==> config.mk <==
export PLATFORM = sky130hd
export DESIGN_NAME = cmss_lane
export DESIGN_NICKNAME = d
export VERILOG_FILES = /design/src/rtl/count_min_sketch_string_counter_unit_defines.svh /design/src/rtl/cmss_pkg.sv /design/src/rtl/cmss_lane.sv
export SDC_FILE = /design/constraint.sdc
export NUM_CORES = 1
export LEC_CHECK = 0
export BUFFER_PORTS_ARGS = -buffer_cell sky130_fd_sc_hd__clkbuf_2
export CAP_MARGIN = 30
export CORE_ASPECT_RATIO = 1.1
export CORE_UTILIZATION = 58
export CTS_CLUSTER_SIZE = 14
export DETAILED_ROUTE_END_ITERATION = 8
export PLACE_DENSITY = 0.88
export SYNTH_ARGS = -nofsm -noshare
export SYNTH_HDL_FRONTEND = slang
export SYNTH_SLANG_ARGS = --single-unit
==> constraint.sdc <==
create_clock -name clk_i -period 7.6 [get_ports clk_i]
set_input_delay 1.9 -clock clk_i [delete_from_list [all_inputs] [get_ports clk_i]]
set_output_delay 1.9 -clock clk_i [all_outputs]
set_load 0.03 [all_outputs]
==> src/rtl/count_min_sketch_string_counter_unit_defines.svh <==
// Assertion macros used by the top-level RTL file.
// CMSS_ASSERT_CLK names the clock and reset, CMSS_ASSERT uses clk_i and rst_ni.
`ifndef COUNT_MIN_SKETCH_STRING_COUNTER_UNIT_DEFINES_SVH
`define COUNT_MIN_SKETCH_STRING_COUNTER_UNIT_DEFINES_SVH

`ifndef SYNTHESIS
`define CMSS_ASSERT_CLK(lbl, clk, rstn, prop, msg) \
  lbl: assert property (@(posedge clk) disable iff (!rstn) prop) else $error(msg);
`define CMSS_ASSERT(lbl, prop, msg) \
  `CMSS_ASSERT_CLK(lbl, clk_i, rst_ni, prop, msg)
`else
`define CMSS_ASSERT_CLK(lbl, clk, rstn, prop, msg)
`define CMSS_ASSERT(lbl, prop, msg)
`endif

`endif

==> src/rtl/cmss_pkg.sv <==
package cmss_pkg;

  localparam int HASH_W      = 64;
  localparam int HASH_SHIFT  = 5;
  localparam int MOD_BITS    = 4;
  localparam int MOD_CYCLES  = HASH_W / MOD_BITS;
  localparam int MOD_CNT_W   = $clog2(MOD_CYCLES);
  localparam int CNT_W       = 31;
  localparam int BYTE_W      = 8;
  localparam int ROW_WIDTH_W = 11;
  localparam int ROW_COUNT_W = 4;
  localparam int SEED_W      = 16;
  localparam int CFG_IDX_W   = 2;
  localparam int CFG_DATA_W  = 16;

  localparam logic [ROW_WIDTH_W-1:0] RST_ROW_WIDTH = 11'd1024;
  localparam logic [ROW_COUNT_W-1:0] RST_ROW_COUNT = 4'd4;
  localparam logic [SEED_W-1:0]      RST_SEED_BASE = 16'd1934;

  localparam logic [CFG_IDX_W-1:0] REG_ROW_WIDTH = 2'd0;
  localparam logic [CFG_IDX_W-1:0] REG_ROW_COUNT = 2'd1;
  localparam logic [CFG_IDX_W-1:0] REG_SEED_BASE = 2'd2;

  localparam logic REQ_UPDATE = 1'b0;
  localparam logic REQ_QUERY  = 1'b1;

  localparam logic [CNT_W-1:0] CNT_MAX = {CNT_W{1'b1}};

  typedef enum logic [2:0] {
    S_CLEAR,
    S_IDLE,
    S_MOD,
    S_RMW,
    S_DONE
  } state_e;

  typedef struct packed {
    logic              load;
    logic [BYTE_W-1:0] data;
    logic              step;
    logic              reseed;
    logic [SEED_W-1:0] seed;
  } lane_ctrl_t;

endpackage

==> src/rtl/cmss_lane.sv <==
module cmss_lane #(
  parameter int MAX_WIDTH = 1024,
  parameter int ROW = 0,
  localparam int COL_W = (MAX_WIDTH > 1) ? $clog2(MAX_WIDTH) : 1
) (
  input  logic                clk_i,
  input  logic                rst_ni,
  input  cmss_pkg::lane_ctrl_t ctrl_i,
  input  logic [COL_W:0]      width_i,
  output logic [COL_W-1:0]    col_o
);
  import cmss_pkg::*;

  logic [HASH_W-1:0] hash_q, hash_d;
  logic [COL_W-1:0]  rem_q, rem_d;
  logic [HASH_W-1:0] ext;
  logic [HASH_W-1:0] seed_val;
  logic [COL_W-1:0]  rem_step;

  assign ext      = {{(HASH_W - BYTE_W){ctrl_i.data[BYTE_W-1]}}, ctrl_i.data};
  assign seed_val = HASH_W'(ctrl_i.seed) + HASH_W'(ROW);

  // Restoring remainder, MOD_BITS hash bits per step, most significant first.
  always_comb begin
    logic [COL_W:0]   t;
    logic [COL_W-1:0] r;
    r = rem_q;
    for (int i = 0; i < MOD_BITS; i++) begin
      t = {r, hash_q[HASH_W-1-i]};
      if (t >= width_i) begin
        t = t - width_i;
      end
      r = t[COL_W-1:0];
    end
    rem_step = r;
  end

  always_comb begin
    hash_d = hash_q;
    if (ctrl_i.reseed) begin
      hash_d = seed_val;
    end else if (ctrl_i.load) begin
      hash_d = (hash_q << HASH_SHIFT) + hash_q + ext;
    end else if (ctrl_i.step) begin
      hash_d = hash_q << MOD_BITS;
    end
  end

  always_comb begin
    rem_d = rem_q;
    if (ctrl_i.load) begin
      rem_d = '0;
    end else if (ctrl_i.step) begin
      rem_d = rem_step;
    end
  end

  always_ff @(posedge clk_i or negedge rst_ni) begin
    if (!rst_ni) begin
      hash_q <= HASH_W'(RST_SEED_BASE) + HASH_W'(ROW);
      rem_q  <= '0;
    end else begin
      hash_q <= hash_d;
      rem_q  <= rem_d;
    end
  end

  assign col_o = rem_q;

endmodule

== Word-level counts from Yosys, hierarchy flattened ==
Index checks and enable logic that the tools add are counted.

* Add/subtract/negate cells: 6
* Magnitude comparators: 4
* Mux-type cells: 9
* Reductions and logical operators: 2

{| class="wikitable"
|+ Operator list
! cell !! number
|-
| $mux W64 || 3
|-
| $add A64 B64 Y64 || 2
|-
| $mux W10 || 6
|-
| $ge A11 B11 Y1 || 4
|-
| $sub A10 B10 Y10 || 4
|-
| $reduce_bool A3 Y1 || 1
|-
| $reduce_bool A2 Y1 || 1
|}

* Register bits after elaboration: 74
* Bits of input ports: 40
* Output and inout port bits: 10
* Word-level logic and storage cells: 23

== Logic depth before layout (Yosys ltp) ==
* Depth after elaboration: 10
* Depth in mapped cells: 43
* Depth with buffers taken out: 39

== Least setup slack after synthesis ==
OpenSTA, ideal clock, no wires.

* Kind: input -> register
* From: input port width_i[1]
* To: register rem_q[7] (netlist: col_o[7])
* Setup time: 0.125 ns
* Arrival: 9.741 ns
* Required time: 7.475 ns
* Slack: -2.267 ns
* Cell stages on the path: 38
* Path buffers: 4
* Path through: inv_1 > ha_1 > nor2b_1 > o21ai_0 > a21boi_0 > o41ai_1 > a31oi_1 > buf_2 > o21ai_1 > inv_1 > ha_1 > nor2b_1 > o21a_1 > o21ai_0 > a21oi_1 > a31oi_1 > a211o_1 > buf_2 > (+2 left out) > nor2_1 > nor2_1 > o41a_1 > a31oi_1 > a21oi_1 > clkbuf_1 > mux2_2 > ha_1 > nand2_1 > o21bai_1 > a21boi_0 > o21a_1 > o21a_1 > nor3_1 > or3_1 > clkbuf_1 > a31o_2 > a2111oi_0

* Longest elaborated chain between the ends: 10
* Elaborated cells on any way between the ends: 14
* Those cells by class: add/sub (4); order compare (4); mux (6)

{| class="wikitable"
|+ RTL lines
! element !! line !! text
|-
| start, declared || cmss_lane.sv:9 || <nowiki>input logic [COL_W:0] width_i,</nowiki>
|-
| $sub A10 B10 Y10 / $ge A11 B11 Y1 (equally long branches) || cmss_lane.sv:31, cmss_lane.sv:30 ||
|-
| $mux W10 || cmss_lane.sv:30 || <nowiki>if (t >= width_i) begin</nowiki>
|-
| $sub A10 B10 Y10 / $ge A11 B11 Y1 (equally long branches) || cmss_lane.sv:31, cmss_lane.sv:30 ||
|-
| $mux W10 || cmss_lane.sv:30 ||
|-
| $sub A10 B10 Y10 / $ge A11 B11 Y1 (equally long branches) || cmss_lane.sv:31, cmss_lane.sv:30 ||
|-
| $mux W10 || cmss_lane.sv:30 ||
|-
| $sub A10 B10 Y10 / $ge A11 B11 Y1 (equally long branches) || cmss_lane.sv:31, cmss_lane.sv:30 ||
|-
| $mux W10 (*) || cmss_lane.sv:30 ||
|-
| $mux W10 (*) || cmss_lane.sv:53 || <nowiki>end else if (ctrl_i.step) begin</nowiki>
|-
| $mux W10 (*) || cmss_lane.sv:51 || <nowiki>if (ctrl_i.load) begin</nowiki>
|-
| end signal, assigned || cmss_lane.sv:64 || <nowiki>rem_q <= rem_d;</nowiki>
|-
| end, declared || cmss_lane.sv:15 || <nowiki>logic [COL_W-1:0] rem_q, rem_d;</nowiki>
|}

Mark *: on every way between the ends. The rest lies on a longest branch, timed or not. The select of a mux whose other input is x is not followed.
A chain may end at the register's enable or synchronous reset.

== Final worst setup path ==
* From: input port width_i[8]
* To: register rem_q[5] (netlist: col_o[5])

* Longest elaborated chain between the ends: 10
* Elaborated cells on any way between the ends: 14
* Those cells by class: add/sub (4); order compare (4); mux (6)

{| class="wikitable"
|+ RTL lines
! element !! line
|-
| $sub A10 B10 Y10 / $ge A11 B11 Y1 (equally long branches) || cmss_lane.sv:31, cmss_lane.sv:30
|-
| $mux W10 || cmss_lane.sv:30
|-
| $sub A10 B10 Y10 / $ge A11 B11 Y1 (equally long branches) || cmss_lane.sv:31, cmss_lane.sv:30
|-
| $mux W10 || cmss_lane.sv:30
|-
| $ge A11 B11 Y1 / $sub A10 B10 Y10 (equally long branches) || cmss_lane.sv:30, cmss_lane.sv:31
|-
| $mux W10 || cmss_lane.sv:30
|-
| $sub A10 B10 Y10 / $ge A11 B11 Y1 (equally long branches) || cmss_lane.sv:31, cmss_lane.sv:30
|-
| $mux W10 (*) || cmss_lane.sv:30
|-
| $mux W10 (*) || cmss_lane.sv:53
|-
| $mux W10 (*) || cmss_lane.sv:51
|}

Marked as above.

==> out/metrics.csv <==
stage,metric,value,unit
synth,synth_cell_type_count,70,
synth,synth_fp_nets,1457,
drt,wl_met1,13700,um
job,cap_violations,0,
sta,final_max_slew_viol_count,0,
drt,vias,11700,
drt,top_layer_used,met4,
sta,rsz0062_at_grt,true,
synth,yosys_warnings,0,
clock_tree,cts_tree,done,
sta,slew_headroom,37.3,%
critical_path,crit_fanout,6,
critical_path,regToRegStartpoint,col_o[5],
synth,synth_edf_count,0,
clock_tree,cts_buffers,9,
cells_and_area,nets,1621,
global_routing,grt_pass1_wl,57000,um
synth,synth_top_area_share,15.8,%
clock_tree,ctsHoldBuffers,0,
drt,avgViaCountPerCell,7.08,
critical_path,arrival,10.27,ns
sta,setup_viol,10,
global_routing,overflow,0,
synth,synth_area_leaders,"dfrtp_1, ha_1, fa_1",
critical_path,critPathMaxStageDelay,0.61,ns
synth,yosys-top-cells-count,"a21oi_1, ha_1, nor2_1",
critical_path,slowest_stage,xor2_1,
floorplan,ios,50,
sta,fin_tns_setup,-23.14,ns
sta,finalCritPeriodShare,132,%
floorplan,die_w,131,um
synth,seq_area_frac_synth,17.5,%
critical_path,worstSetupStartpointType,input pin,
worst_hold_path,min_path_cells,2,
synth,yosysTopAreaCell,dfrtp_1,
worst_hold_path,hp-class,register to register,
critical_path,path_class,input pin to register,
cells_and_area,fin_area,0.0132,sq mm
sta,fin_worst_skew,0.0118,ns
drt,drt-wirelength-per-cell,23.8,um
placed_design,pre_cts_ws,-1.87,ns
critical_path,reg2reg_to,col_o[5],
sta,fin_ws,-2.40,ns
global_routing,gr-usage-all-layers,38.0,%
clock_tree,htreeDepth,3,
drt,dr.first_iter.drc_count,1337,
clock_tree,clock_latency,0.36,ns
sta,fmax,0.100,GHz
floorplan,rows,51,
placed_design,io_buffers,49,
synth,syn_area,0.0106,sq mm
critical_path,critPathBufInv,5,
critical_path,path_common_cell,inv_1,
drt,dr.pass1.iters,9,
global_routing,antenna_found_initial,0,
synth,async_flop_share,100,%
worst_hold_path,holdCritStartpoint,hash_q[59],
synth,yosysMostFrequentCell,a21oi_1,
critical_path,required,7.87,ns
clock_tree,path_clk_slew,0.07,ns
drt,dr_wl_met2,17700,um
critical_path,endpoint_kind,register,
sta,hold_viol,0,
placed_design,place_congestion,0.987,
cells_and_area,area_growth,24.3,%
drt,post-route-drc-count,10,
synth,synth_cells,1243,
placed_design,place_area,0.0119,sq mm
clock_tree,root_buffer,clkbuf_16,
synth,syn_area_per_cell,8.56,sq um
global_routing,grt_pass1_vias,11300,
floorplan,core-area,0.0178,sq mm
drt,drt-total-wl,39200,um
global_routing,grt_max_degree,75,
critical_path,critPathTopFamily,compound AO/OA/AOI/OAI gates,
worst_hold_path,holdPathEnd,hash_q[59],
placed_design,hpwl,23300,um
sta,min_period,10.0,ns
drt,ant_nets,0,
clock_tree,cts.sinks,74,
status,status,"complete, but fails checks",
floorplan,fp.dieArea,0.0189,sq mm
drt,wl_met3,4440,um
floorplan,die_h,144,um
clock_tree,clk_path_buf_depth,2,
status,violations,"design-rule violations, negative setup slack",
synth,yosys_most_used_dff,dfrtp_1,
cells_and_area,antenna_cells,0,
floorplan,start_util,59.7,%
critical_path,reg2regPathDepth,35,
sta,worstMarginPinSlew,0.940,ns
cells_and_area,layout-drive-gt1-share,25.1,%
critical_path,timing.reg2reg.setup_slack,-1.22,ns
synth,ys_ff_latch,74,
==> sequential cells by signal (all words and copies together) (netlist names) <==
| name | flops |
|---|---|
| col_o | 10 |
| hash_q | 64 |
==> worst max path at each step <==
stage / startpoint / end / slack (ns) / depth (start not counted)
6_report: width_i[8] / col_o[5] / -2.40 / 36
5_1_grt: width_i[8] / col_o[0] / -2.96 / 38
3_3_place_gp: width_i[1] / col_o[3] / -1.48 / 37
2_1_floorplan: width_i[1] / col_o[7] / -1.47 / 40
4_1_cts: width_i[1] / col_o[7] / -0.89 / 40
3_5_place_dp: width_i[1] / col_o[3] / -1.87 / 38
==> what timing repair did <==
action                                  CTS  global route
endpoints found under the setup margin   10            10
setup buffers                            39            11
resized for setup                        75            48
pin swaps                                47            29
hold endpoints to repair                  0             0
==> logic make-up (layout without fill, tap and decap cells) <==
| family | after synthesis | count (layout) | synth area share [%] |
|---|---|---|---|
| adders and majority gates | 174 | 174 | 24.9 |
| and+or+nand+nor | 314 | 314 | 14.6 |
| muxes | 65 | 65 | 6.34 |
| DFF | 74 | 74 | 17.5 |
| buffers and inverters | 115 | 284 | 4.35 |
| xor gates and xnor gates | 86 | 86 | 7.08 |
| AOI/OAI and AO/OA | 415 | 415 | 25.2 |
==> tightest hold or removal path: stages, from the launching register on <==
cell and delay, ns:
dfrtp_1 0.39, mux2i_1 0.09, o22ai_1 0.15
==> placed cells by master (no fill, tap or decap), types with 9 or more instances in the layout <==
master,Yosys,routed
a21oi_2,2,11
a21o_1,47,47
nand2_1,71,65
inv_1,55,53
nor3_1,19,14
nand2b_1,14,14
clkbuf_2,0,44
buf_6,0,16
nand3_1,10,10
a211oi_1,64,60
xnor2_1,58,58
a21oi_1,122,111
nor2_1,91,87
clkbuf_16,0,9
o21ai_0,66,57
xor2_1,28,27
o21a_1,13,12
o21bai_1,12,11
mux2_2,19,11
fa_1,63,63
ha_4,0,16
o22ai_1,16,16
ha_1,111,95
dfrtp_1,67,67
mux2i_1,46,42
nand4_1,30,30
buf_4,6,149
nor2b_1,36,32
==> through the flow <==
step,hold slack (ns),std cells,utilization [%]
after global placement,0.621,1584,66.9
after detailed placement,0.634,1584,66.9
after global routing,0.701,1650,74.2
after floorplan,0.587,1243,-
after CTS,0.650,1638,72.2
final,0.686,1650,74.2
==> metal layers <==
| layer | vias to the layer above | track usage (%) |
|---|---|---|
| met3 | 361 | 7.68 |
| met1 | 5475 | 43.7 |
| met2 | 925 | 64.1 |
| met5 | - | 0 |
| met4 | 0 | 26.7 |
| li1 | 4914 | - |
==> final cells by class <==
| cell class | instances | area [sq um] |
|---|---|---|
| clock buffer | 13 | 250 |
| clock inverter | 3 | 15.0 |
| fill | 1103 | 4590 |
| inverter | 56 | 214 |
| multi-input combinational | 1054 | 9010 |
| sequential | 74 | 1860 |
| tap | 238 | 298 |
| timing repair buffer | 212 | 1570 |
Power is left out: the tool's default activity adds up to more than one toggle a clock period on the data nets, which glitch-free logic cannot reach.
